$ cat src/rtl/spq_pkg.sv
// ----------------------------------------------------------------------------
// spq_pkg: shared types and defaults for the sorted priority queue
// Operation codes, the control bundle passed between neighbouring cells and
// the default sizes of the queue.
// ----------------------------------------------------------------------------
package spq_pkg;

	// Default sizes, handed to the top level parameters.
	localparam int unsigned DEF_CAPACITY      = 16;
	localparam int unsigned DEF_PRIORITY_BITS = 16;
	localparam int unsigned DEF_PAYLOAD_BITS  = 32;

	// Operation carried by an input item.
	typedef enum logic {
		OP_INSERT = 1'b0,
		OP_POP    = 1'b1
	} op_t;

	// Control seen by a neighbouring cell: whether the slot holds an entry and
	// whether the new entry belongs ahead of it.
	typedef struct packed {
		logic valid;
		logic lower;
	} cell_ctl_t;

endpackage

$ cat src/rtl/sorted_priority_queue.sv
// ----------------------------------------------------------------------------
// sorted_priority_queue: bounded priority queue kept in sorted order
// A row of slot cells holds the entries from the head downward; each item
// shifts the row by at most one place.
// ----------------------------------------------------------------------------
// Usage:
// The input channel (in_valid, in_stall) carries one item: op selects insert
// or pop, priority_req and payload describe an inserted entry. Every item
// gives exactly one result on the output channel (out_valid, out_stall):
// the empty flag, head entry, entry count and the two error flags, all as
// they stand after the item. Equal priorities leave in arrival order.
// An item's result is registered into the result buffer when the item is
// accepted. One item per cycle is sustained while the receiver takes
// results, as every cell of the row compares the new priority at once.
// A two-entry result buffer lets one more item be accepted while a result
// waits; in_stall rises when both entries are full and falls in the cycle
// after the receiver takes a result.
// Reset empties the queue and the result buffer at once; slot contents
// are left as they were and are never shown until rewritten.
// ----------------------------------------------------------------------------
module sorted_priority_queue
	import spq_pkg::*;
#(
	parameter int unsigned CAPACITY      = DEF_CAPACITY,
	parameter int unsigned PRIORITY_BITS = DEF_PRIORITY_BITS,
	parameter int unsigned PAYLOAD_BITS  = DEF_PAYLOAD_BITS,
	localparam int unsigned CNT_BITS     = $clog2(CAPACITY + 1)
) (
	input  logic                     clk,
	input  logic                     arst_n,
	input  logic                     in_valid,
	output logic                     in_stall,
	input  logic                     op,
	input  logic [PRIORITY_BITS-1:0] priority_req,
	input  logic [PAYLOAD_BITS-1:0]  payload,
	output logic                     out_valid,
	input  logic                     out_stall,
	output logic                     queue_empty,
	output logic [PRIORITY_BITS-1:0] head_priority,
	output logic [PAYLOAD_BITS-1:0]  head_payload,
	output logic [CNT_BITS-1:0]      entry_count,
	output logic                     insert_dropped,
	output logic                     pop_on_empty
);

	typedef struct packed {
		logic                     empty;
		logic [PRIORITY_BITS-1:0] prio;
		logic [PAYLOAD_BITS-1:0]  data;
		logic [CNT_BITS-1:0]      count;
		logic                     dropped;
		logic                     pop_empty;
	} result_t;

	cell_ctl_t                cell_ctl  [CAPACITY];
	logic [PRIORITY_BITS-1:0] cell_prio [CAPACITY];
	logic [PAYLOAD_BITS-1:0]  cell_data [CAPACITY];
	logic [CAPACITY-1:0]      valid_vec;

	logic [CNT_BITS-1:0] count_q;
	logic                accept;
	logic                is_pop;
	logic                full;
	logic                empty;
	logic                step;
	logic [CNT_BITS-1:0] count_nxt;
	result_t             res;

	result_t             buf_q [2];
	logic                wr_ptr_q;
	logic                rd_ptr_q;
	logic [1:0]          fill_q;
	logic                take;
	result_t             res_out;

	// Handshake and item decode.
	assign accept = in_valid && !in_stall;
	assign is_pop = (op == OP_POP);
	assign full   = (count_q == CNT_BITS'(CAPACITY));
	assign empty  = (count_q == '0);
	assign step   = accept && (is_pop ? !empty : !full);

	// Row of slot cells, head at index zero.
	for (genvar i = 0; i < CAPACITY; i++) begin : g_cell
		cell_ctl_t                a_ctl, b_ctl;
		logic [PRIORITY_BITS-1:0] a_prio, b_prio;
		logic [PAYLOAD_BITS-1:0]  a_data, b_data;

		if (i == 0) begin : g_top
			assign a_ctl  = '{valid: 1'b1, lower: 1'b0};
			assign a_prio = '0;
			assign a_data = '0;
		end else begin : g_mid_a
			assign a_ctl  = cell_ctl[i-1];
			assign a_prio = cell_prio[i-1];
			assign a_data = cell_data[i-1];
		end

		if (i == CAPACITY - 1) begin : g_end
			assign b_ctl  = '{valid: 1'b0, lower: 1'b1};
			assign b_prio = '0;
			assign b_data = '0;
		end else begin : g_mid_b
			assign b_ctl  = cell_ctl[i+1];
			assign b_prio = cell_prio[i+1];
			assign b_data = cell_data[i+1];
		end

		spq_cell #(
			.PRIORITY_BITS(PRIORITY_BITS),
			.PAYLOAD_BITS (PAYLOAD_BITS)
		) u_cell (
			.clk       (clk),
			.arst_n    (arst_n),
			.step      (step),
			.op        (op_t'(op)),
			.new_prio  (priority_req),
			.new_data  (payload),
			.above_ctl (a_ctl),
			.above_prio(a_prio),
			.above_data(a_data),
			.below_ctl (b_ctl),
			.below_prio(b_prio),
			.below_data(b_data),
			.ctl       (cell_ctl[i]),
			.prio      (cell_prio[i]),
			.data      (cell_data[i])
		);

		assign valid_vec[i] = cell_ctl[i].valid;
	end

	// Entry count.
	always_comb begin
		count_nxt = count_q;
		if (step) begin
			count_nxt = is_pop ? (count_q - 1'b1) : (count_q + 1'b1);
		end
	end

	always_ff @(posedge clk or negedge arst_n) begin
		if (!arst_n) begin
			count_q <= '0;
		end else begin
			count_q <= count_nxt;
		end
	end

	// Result of the item, built from the row as it will stand after the shift.
	always_comb begin
		res           = '0;
		res.empty     = (count_nxt == '0);
		res.count     = count_nxt;
		res.dropped   = !is_pop && full;
		res.pop_empty = is_pop && empty;
		if (is_pop) begin
			if (!empty && cell_ctl[1].valid) begin
				res.prio = cell_prio[1];
				res.data = cell_data[1];
			end
		end else if (!full && cell_ctl[0].lower) begin
			res.prio = priority_req;
			res.data = payload;
		end else if (cell_ctl[0].valid) begin
			res.prio = cell_prio[0];
			res.data = cell_data[0];
		end
	end

	// Two-entry result buffer between the queue and the receiver.
	assign take      = out_valid && !out_stall;
	assign out_valid = (fill_q != 2'd0);
	assign in_stall  = (fill_q == 2'd2);

	always_ff @(posedge clk or negedge arst_n) begin
		if (!arst_n) begin
			wr_ptr_q <= 1'b0;
			rd_ptr_q <= 1'b0;
			fill_q   <= 2'd0;
		end else begin
			if (accept) begin
				wr_ptr_q <= !wr_ptr_q;
			end
			if (take) begin
				rd_ptr_q <= !rd_ptr_q;
			end
			fill_q <= fill_q + {1'b0, accept} - {1'b0, take};
		end
	end

	always_ff @(posedge clk) begin
		if (accept) begin
			buf_q[wr_ptr_q] <= res;
		end
	end

	assign res_out        = buf_q[rd_ptr_q];
	assign queue_empty    = res_out.empty;
	assign head_priority  = res_out.prio;
	assign head_payload   = res_out.data;
	assign entry_count    = res_out.count;
	assign insert_dropped = res_out.dropped;
	assign pop_on_empty   = res_out.pop_empty;

	// Checks on the cell row and the result buffer.
`ifndef SYNTHESIS
	a_count_range: assert property (@(posedge clk) disable iff (!arst_n)
		count_q <= CNT_BITS'(CAPACITY))
		else $error("entry count exceeds capacity");

	a_valid_matches_count: assert property (@(posedge clk) disable iff (!arst_n)
		$countones(valid_vec) == int'(count_q))
		else $error("occupied slots disagree with entry count");

	a_valid_packed: assert property (@(posedge clk) disable iff (!arst_n)
		valid_vec == CAPACITY'((({{(CAPACITY-1){1'b0}}, 1'b1}) << count_q) - 1'b1))
		else $error("occupied slots are not packed at the head");

	a_buffer_fill: assert property (@(posedge clk) disable iff (!arst_n)
		(fill_q == 2'd2 && !take) |=> (fill_q == 2'd2))
		else $error("result buffer lost an item while full");
`endif

endmodule

$ cat src/rtl/spq_cell.sv
// ----------------------------------------------------------------------------
// spq_cell: one slot of the sorted priority queue
// Holds one entry and, on each effective item, keeps it, takes the new entry,
// takes its upper neighbour's entry (insert) or its lower neighbour's (pop).
// ----------------------------------------------------------------------------
module spq_cell
	import spq_pkg::*;
#(
	parameter int unsigned PRIORITY_BITS = DEF_PRIORITY_BITS,
	parameter int unsigned PAYLOAD_BITS  = DEF_PAYLOAD_BITS
) (
	input  logic                     clk,
	input  logic                     arst_n,
	input  logic                     step,
	input  op_t                      op,
	input  logic [PRIORITY_BITS-1:0] new_prio,
	input  logic [PAYLOAD_BITS-1:0]  new_data,
	input  cell_ctl_t                above_ctl,
	input  logic [PRIORITY_BITS-1:0] above_prio,
	input  logic [PAYLOAD_BITS-1:0]  above_data,
	input  cell_ctl_t                below_ctl,
	input  logic [PRIORITY_BITS-1:0] below_prio,
	input  logic [PAYLOAD_BITS-1:0]  below_data,
	output cell_ctl_t                ctl,
	output logic [PRIORITY_BITS-1:0] prio,
	output logic [PAYLOAD_BITS-1:0]  data
);

	logic                     valid_q;
	logic [PRIORITY_BITS-1:0] prio_q;
	logic [PAYLOAD_BITS-1:0]  data_q;
	logic                     lower;

	// The new entry goes ahead of an empty slot or one of strictly lower priority.
	assign lower = !valid_q || (prio_q < new_prio);

	assign ctl.valid = valid_q;
	assign ctl.lower = lower;
	assign prio      = prio_q;
	assign data      = data_q;

	// Occupancy of the slot.
	always_ff @(posedge clk or negedge arst_n) begin
		if (!arst_n) begin
			valid_q <= 1'b0;
		end else if (step) begin
			unique case (op)
				OP_INSERT: begin
					if (lower && !above_ctl.lower) begin
						valid_q <= 1'b1;
					end else if (lower) begin
						valid_q <= above_ctl.valid;
					end
				end
				OP_POP: begin
					valid_q <= below_ctl.valid;
				end
				default: begin
					valid_q <= valid_q;
				end
			endcase
		end
	end

	// Entry contents; no reset, only valid slots are ever read.
	always_ff @(posedge clk) begin
		if (step) begin
			unique case (op)
				OP_INSERT: begin
					if (lower && !above_ctl.lower) begin
						prio_q <= new_prio;
						data_q <= new_data;
					end else if (lower) begin
						prio_q <= above_prio;
						data_q <= above_data;
					end
				end
				OP_POP: begin
					prio_q <= below_prio;
					data_q <= below_data;
				end
				default: begin
					prio_q <= prio_q;
					data_q <= data_q;
				end
			endcase
		end
	end

endmodule
$ cat config.mk
export PLATFORM = sky130hd
export DESIGN_NAME = sorted_priority_queue
export DESIGN_NICKNAME = d
export VERILOG_FILES = /design/src/rtl/spq_pkg.sv /design/src/rtl/sorted_priority_queue.sv /design/src/rtl/spq_cell.sv
export SDC_FILE = /design/constraint.sdc
export NUM_CORES = 2
export LEC_CHECK = 0
export ABC_CLOCK_PERIOD_IN_PS = 11400
export BUFFER_PORTS_ARGS = -buffer_cell sky130_fd_sc_hd__buf_2
export CAP_MARGIN = 20
export CORE_MARGIN = 4
export CORE_UTILIZATION = 30
export CTS_CLUSTER_SIZE = 8
export DETAILED_ROUTE_END_ITERATION = 6
export PLACE_DENSITY_LB_ADDON = 0.25
export SLEW_MARGIN = 20
export SYNTH_ARGS = -nofsm -noshare
export SYNTH_HDL_FRONTEND = slang
export SYNTH_SLANG_ARGS = --single-unit
$ cat constraint.sdc
create_clock -name clk -period 11.4 [get_ports clk]
set_clock_uncertainty 0.05 [all_clocks]
set_input_delay 1.14 -clock clk [delete_from_list [all_inputs] [get_ports clk]]
set_output_delay 1.14 -clock clk [all_outputs]
set_load 0.05 [all_outputs]
After elaboration in Yosys (flattened, before gate mapping):

Memories as Yosys holds them, arrays and structs flattened.
Index checks and enable logic that the tools add are counted.

* bits in registers: 793
* bits in writable memories: 112
* input port bits: 53
* output and inout bits: 58
* memories kept: 1

* add/subtract/negate cells: 4
* $lt $le $gt $ge: 16
* eq/ne operators: 18
* mux-type cells: 150
* bitwise gates (word level): 1
* reduce and logical (&&, ||, !) cells: 95

Memories
* buf_q: depth 2, bits a word 56, rd ports 1, clocked after memory_dff 0, wr ports 1, RTL line sorted_priority_queue.sv:69 `result_t buf_q [2];`

Operator list (count)
* $pmux W32 S2: 16
* $mux W32: 31
* $pmux W16 S2: 16
* $mux W16: 31
* $lt A16 B16 Y1: 16
* $mux W48: 4
* $ne A3 B1 Y1 const B: 15
* $logic_not A1 Y1: 38
* $mux W1: 34
* $pmux W1 S2: 16
* $reduce_and A2 Y1: 16
* $logic_and A1 B1 Y1: 22
* $logic_or A1 B1 Y1: 16
* $logic_not A5 Y1: 2
* $mux W5: 2
* $add A5 B1 Y5 const B: 1
* $eq A5 B5 Y1 const B: 1
* $sub A5 B1 Y5 const B: 1
* $add A2 B1 Y2: 1
* $eq A2 B2 Y1 const B: 1
* $ne A2 B1 Y1 const B: 1
* $reduce_bool A2 Y1: 1
* $sub A2 B1 Y2: 1
* $not A1 Y1: 1

Longest topological paths before layout:

* word-level depth: 6
* mapped depth: 12
* depth with buffers taken out: 8

Modules after synthesis:

A second synthesis with hierarchy kept.

* cells, all modules: 6148
* area, all modules: 59198.0 um^2

By module, submodules not included
* spq_cell at g_cell[15].u_cell ...: times used 10, cells an instance 328, area each 3104.2 um^2
* spq_cell at g_cell[0].u_cell ...: times used 6, cells an instance 401, area each 3733.6 um^2
* sorted_priority_queue: times used 1, cells an instance 462, area each 5754.3 um^2

Worst setup path after synthesis:

Ideal clock, no wire load.

* kind: input to register
* start point: input priority_req[1]
* end point: register g_cell[6].u_cell.data_q[0], enable pin
* setup time: 0.470 ns
* arrival time: 5.337 ns
* required time: 10.880 ns
* path slack: 5.543 ns
* stages on the path: 9
* path buffers: 2
* cell sequence: inv_1 > ha_1 > o21ai_0 > nor2_1 > o31a_1 > o41a_1 > buf_2 > clkbuf_1 > a21oi_1

* longest elaborated chain between the ends: 6
* elaborated cells between the ends (all ways): 8
* classes of those cells: 2 x order compare; 1 x eq/ne; 5 x reduce/logical

RTL lines
* from (decl): RTL line sorted_priority_queue.sv:34 `input logic [PRIORITY_BITS-1:0] priority_req,`
* $lt A16 B16 Y1: RTL line spq_cell.sv:35 `assign lower = !valid_q || (prio_q < new_prio);`
* $logic_or A1 B1 Y1: RTL line spq_cell.sv:35
* $logic_not A1 Y1: RTL line spq_cell.sv:70 `if (lower && !above_ctl.lower) begin`
* $logic_and A1 B1 Y1: RTL line spq_cell.sv:70
* $ne A3 B1 Y1 (no line) *
* $reduce_and A2 Y1 (no line) *
* to (signal assigned): RTL line spq_cell.sv:72 `data_q <= new_data;`
* to (signal assigned): RTL line spq_cell.sv:75 `data_q <= above_data;`
* to (signal assigned): RTL line spq_cell.sv:80 `data_q <= below_data;`
* to (decl): RTL line spq_cell.sv:31 `logic [PAYLOAD_BITS-1:0] data_q;`

Every way passes the cells marked *; elsewhere a longest branch is shown, timed or not.
A chain may end at the register's enable or synchronous reset.

Worst setup path in the final report:

* start point: input priority_req[12]
* end point: register g_cell[12].u_cell.prio_q[6], data pin

* longest elaborated chain between the ends: 6
* elaborated cells between the ends (all ways): 8
* classes of those cells: 2 x order compare; 2 x mux; 4 x reduce/logical

RTL lines
* $lt A16 B16 Y1: RTL line spq_cell.sv:35
* $logic_or A1 B1 Y1: RTL line spq_cell.sv:35
* $logic_not A1 Y1: RTL line spq_cell.sv:70
* $logic_and A1 B1 Y1 *: RTL line spq_cell.sv:70
* $mux W16 *: RTL line spq_cell.sv:70
* $pmux W16 S2 *: RTL line spq_cell.sv:68 `unique case (op)`
* to (signal assigned): RTL line spq_cell.sv:71 `prio_q <= new_prio;`
* to (signal assigned): RTL line spq_cell.sv:74 `prio_q <= above_prio;`
* to (signal assigned): RTL line spq_cell.sv:79 `prio_q <= below_prio;`
* to (decl): RTL line spq_cell.sv:30 `logic [PRIORITY_BITS-1:0] prio_q;`

Marked as above.

==> summary.log <==
INFO  critical_path  crit_path_frequent_cell=sky130_fd_sc_hd__buf_4
INFO  critical_path  crit_fanout=32
INFO  critical_path  timing.critical_path.cells=buf_2 -> inv_1 -> ha_1 -> nand4_1 -> nor4_1 -> o31a_1 -> o41a_2 -> buf_4 -> and2_2 -> buf_4 -> a221o_1
INFO  floorplanning  area_of_the_die=0.1717sqmm
INFO  layout         layout.nets=4,402
INFO  sta            maxSlewHeadroom=24.08%
INFO  global_routing grt_start_max_net_pins=149
INFO  sta            finalWorstPathRequiredPeriod=5.587ns
INFO  synthesis      ys_dominant_reg_cell=sky130_fd_sc_hd__edfxtp_1
INFO  layout         drive_above_1_share=11.74%
INFO  synthesis      syn_area=0.04953sqmm
INFO  critical_path  critical_path_arrival=6.16ns
INFO  synthesis      synth_enable_flop_cells=880
INFO  synthesis      syn_avg_cell_area=11.81squm
INFO  critical_path  worstSetupEndpointType=flop
INFO  sta            final_max_slew_viol_count=0
INFO  clock_tree     cts_tree=done
INFO  clock_tree     cts_setup_buffers=0
INFO  critical_path  crit_family=buffers and inverters
INFO  critical_path  crit_required=11.97ns
INFO  clock_tree     cts.repair.resized=0
INFO  synthesis      synth_top_cells_by_area=sky130_fd_sc_hd__edfxtp_1 53%, sky130_fd_sc_hd__a221o_1 11%, sky130_fd_sc_hd__ha_1 6.2%
INFO  power          max-vdd-ir-drop=0.1790mV
INFO  global_routing grt_antenna_before_repair=7
INFO  detailed_routing totalWireLength=191,400um
INFO  critical_path  critical_path_buf_inv_count=4
INFO  placed_design  numPortBuffers=110
INFO  sta            setup_viol=0
INFO  placed_design  dpl_cell_area=0.05232sqmm
INFO  sta            worstMarginPinSlew=1.136ns
INFO  power          p_total=15.93mW
INFO  detailed_routing postRouteAntennaNets=0
INFO  floorplanning  dieWidth=414.3um
INFO  critical_path  worst_r2r_startpoint=g_cell[11].u_cell.prio[14]$_DFFE_PP_
INFO  synthesis      yosys.area.top_type=sky130_fd_sc_hd__edfxtp_1
INFO  clock_tree     tritoncts.num_buffers=131
INFO  run_status     run_status=completed
INFO  clock_tree     worst_setup_hold_path_clk_slew=0.05ns
INFO  power          share_seq_of_total_power=40.6%
INFO  floorplanning  floorplan.rows=148
INFO  global_routing global_route.usage.total=21.39%
INFO  synthesis      synth_nets=4,493
INFO  detailed_routing routedWlPerCell=30.26um
INFO  power          power.static_leakage=19.52nW
INFO  clock_tree     clockBufferDepth=3
INFO  layout         area_delta_synth_final=13.10%
INFO  run            maxCapViolCount=0
INFO  critical_path  critical_path_origin=priority_req[12]
INFO  sta            timing.fmax=179.0MHz
INFO  sta            final_hold_viols=0
INFO  power          p_int=9.455mW
INFO  clock_tree     source_to_sink_clock_delay_at_the_later_pin_of_the_worst_skew_pair=0.78ns
INFO  clock_tree     clock_tree.htree_level_count=4
INFO  clock_tree     clock-root-buffer=sky130_fd_sc_hd__clkbuf_16
INFO  synthesis      synth_seq_cells=905
INFO  global_routing global_route.overflow_total=0
INFO  power          sw_ratio=40.65%
INFO  critical_path  startpoint_type=input port
INFO  synthesis      synth.yosys.seq_area_share=54.61%
INFO  detailed_routing initialDrtViolationCount=4,757
INFO  detailed_routing via_per_inst=6.227
INFO  critical_path  worst_path_largest_cell_delay=0.73ns
INFO  critical_path  class_of_the_most_critical_setup_path=input port to flop
INFO  layout         fillers=15,990
INFO  clock_tree     post_cts_hold_buffer_count=0
INFO  clock_tree     cts.sink_count=905
INFO  synthesis      synth_cells=4,194
INFO  floorplanning  top_level_ports=111
INFO  layout         post-route-util=34.26%
INFO  synthesis      number_of_distinct_library_cells_after_synthesis=70
INFO  global_routing grt_pass1_vias=38,740
INFO  detailed_routing number_of_vias_after_detailed_routing=39,370
INFO  layout         finish.instance_area=0.05602sqmm
INFO  placed_design  gp_routability_congestion=0.8810
INFO  synthesis      synth_top_cells_by_count=880 x sky130_fd_sc_hd__edfxtp_1, 552 x sky130_fd_sc_hd__a221o_1, 513 x sky130_fd_sc_hd__nor3_1
INFO  detailed_routing dr.pass1.iters=6
INFO  floorplanning  floorplan.die.height=414.3um
INFO  min_path       class_of_the_worst_hold_path=input port to asynchronous set/reset pin
INFO  power          share_clk_of_total_power=23.2%
INFO  synthesis      synth-warning-count=0
INFO  power          power_switching=6.476mW
INFO  critical_path  critPathSlowestCell=sky130_fd_sc_hd__o41a_2
INFO  power          share_comb_of_total_power=36.2%
INFO  global_routing grt_first_pass_wirelength=277,900um
INFO  sta            finalCritPeriodShare=49.01%
INFO  sta            finalSetupTns=0ns
INFO  power          powerDensity=284.4mW/mm^2
INFO  floorplanning  start_util=30.29%
INFO  synthesis      yosysMostFrequentCell=sky130_fd_sc_hd__edfxtp_1
INFO  sta            grt_setup_unrepaired=no
INFO  synthesis      synth_largest_type_area_fraction=53.35%
INFO  placed_design  post_detail_place_hpwl=119,800um
INFO  floorplanning  core-area=0.1635sqmm
INFO  detailed_routing drt_drc_violations_left=0
INFO  synthesis      synth-async-reset-ratio=2.762%
[logic make-up after synthesis]
kind of cell               Yosys count  synth area share (%)
and+or+nand+nor                   1320                 12.97
AOI/OAI and AO/OA                 1142                 20.00
DFF                                905                 54.61
buffers and inverters              467                 3.754
adders and majority gates          246                 6.229
muxes                              105                 2.266
xor gates and xnor gates             9                0.1592
[per-stage QoR]
stage / hold WS (ns) / setup slack (ns) / std cells
2_1_floorplan: 0.4097 / 5.543 / 4194
3_3_place_gp: 0.4368 / 5.241 / 6144
3_5_place_dp: 0.4464 / 5.165 / 6145
4_1_cts: 0.3557 / 5.979 / 6322
5_1_grt: 0.4062 / 5.735 / 6322
6_report: 0.4011 / 5.813 / 6323
[state kept, by name, summed over array words and instances (netlist names)]
| name | cells |
|---|---|
| count_q | 5 |
| g_cell.u_cell.valid_q | 16 |
| g_cell.u_cell.prio | 256 |
| fill_q | 2 |
| g_cell.u_cell.data | 512 |
| buf_q | 112 |
| wr_ptr_q | 1 |
| rd_ptr_q | 1 |
[power by group through the flow]
stage          Clock [mW]  Sequential, mW  Combinational, mW
5_1_grt              3.88            6.57               6.14
3_5_place_dp            0            6.48               5.72
3_3_place_gp            0            6.49               5.61
4_1_cts              3.75            6.44               5.74
6_report             3.69            6.47               5.77
2_1_floorplan           0            6.11               3.73
[worst register-to-register path: cells and delay by family (launching register included)]
family	cells	cell delay, ns
and+or+nand+nor	3	1.59
AOI/OAI and AO/OA	3	1.27
buffers and inverters	2	1.11
DFF	1	0.43
adders and majority gates	1	0.33
[cells in the final DEF (no fill, tap or decap), types with 7 or more instances in the layout]
cell type / synthesis / routed
sky130_fd_sc_hd__a211oi_1: 9 / 9
sky130_fd_sc_hd__a21o_1: 30 / 30
sky130_fd_sc_hd__a21oi_1: 154 / 139
sky130_fd_sc_hd__a21oi_4: 5 / 25
sky130_fd_sc_hd__a221o_1: 552 / 552
sky130_fd_sc_hd__a2bb2oi_1: 14 / 14
sky130_fd_sc_hd__a311o_1: 91 / 91
sky130_fd_sc_hd__a31oi_1: 17 / 16
sky130_fd_sc_hd__and2_1: 137 / 136
sky130_fd_sc_hd__buf_2: 75 / 109
sky130_fd_sc_hd__buf_4: 3 / 92
sky130_fd_sc_hd__clkbuf_1: 330 / 30
sky130_fd_sc_hd__clkbuf_16: 0 / 134
sky130_fd_sc_hd__dfrtp_1: 25 / 24
sky130_fd_sc_hd__edfxtp_1: 880 / 880
sky130_fd_sc_hd__ha_1: 245 / 245
sky130_fd_sc_hd__inv_1: 33 / 33
sky130_fd_sc_hd__mux2_2: 57 / 57
sky130_fd_sc_hd__mux2i_1: 48 / 48
sky130_fd_sc_hd__nand2_1: 406 / 405
sky130_fd_sc_hd__nand2b_1: 10 / 8
sky130_fd_sc_hd__nand3_1: 32 / 32
sky130_fd_sc_hd__nand4_1: 35 / 35
sky130_fd_sc_hd__nor2_1: 67 / 62
sky130_fd_sc_hd__nor2b_1: 43 / 42
sky130_fd_sc_hd__nor3_1: 513 / 513
sky130_fd_sc_hd__nor3b_1: 9 / 9
sky130_fd_sc_hd__nor4_1: 54 / 54
sky130_fd_sc_hd__o211ai_1: 103 / 103
sky130_fd_sc_hd__o21ai_0: 76 / 76
sky130_fd_sc_hd__o2bb2ai_1: 9 / 9
sky130_fd_sc_hd__o31a_1: 10 / 7
sky130_fd_sc_hd__o41a_2: 0 / 8
[layer usage]
layer	GRT usage, %	up-vias	routed length (um)
met1	30.00	20070	82580
met3	3.268	332	15220
met4	8.798	4	7879
met5	0	-	20
met2	33.01	2146	85660
li1	-	16820	-
[final timing paths]
path,endpoint,depth (start not counted),slack (ns)
setup / recovery,g_cell[12].u_cell.prio[6]$_DFFE_PP_,11,5.81
hold / removal,count_q[3]$_DFF_PN0_,1,0.40
setup reg to reg,g_cell[12].u_cell.prio[6]$_DFFE_PP_,9,6.47
hold reg to reg,fill_q[1]$_DFF_PN0_,1,0.46
max in group asynchronous,rd_ptr_q$_DFFE_PN0P_,1,10.31
min in group clk,fill_q[1]$_DFF_PN0_,1,0.46
[area by class of cell]
class	instances	area [sq um]	share of cell area (%)
Antenna cell	1	2.502	0.004467
Clock buffer	164	3466	6.187
Clock inverter	13	234.0	0.4177
Inverter	34	135.1	0.2412
Multi-Input combinational cell	2822	21010	37.50
Sequential cell	905	27050	48.30
Tap cell	2175	2721	4.858
Timing Repair Buffer	209	1399	2.497
No activity file was read; power rests on OpenSTA's default activity.
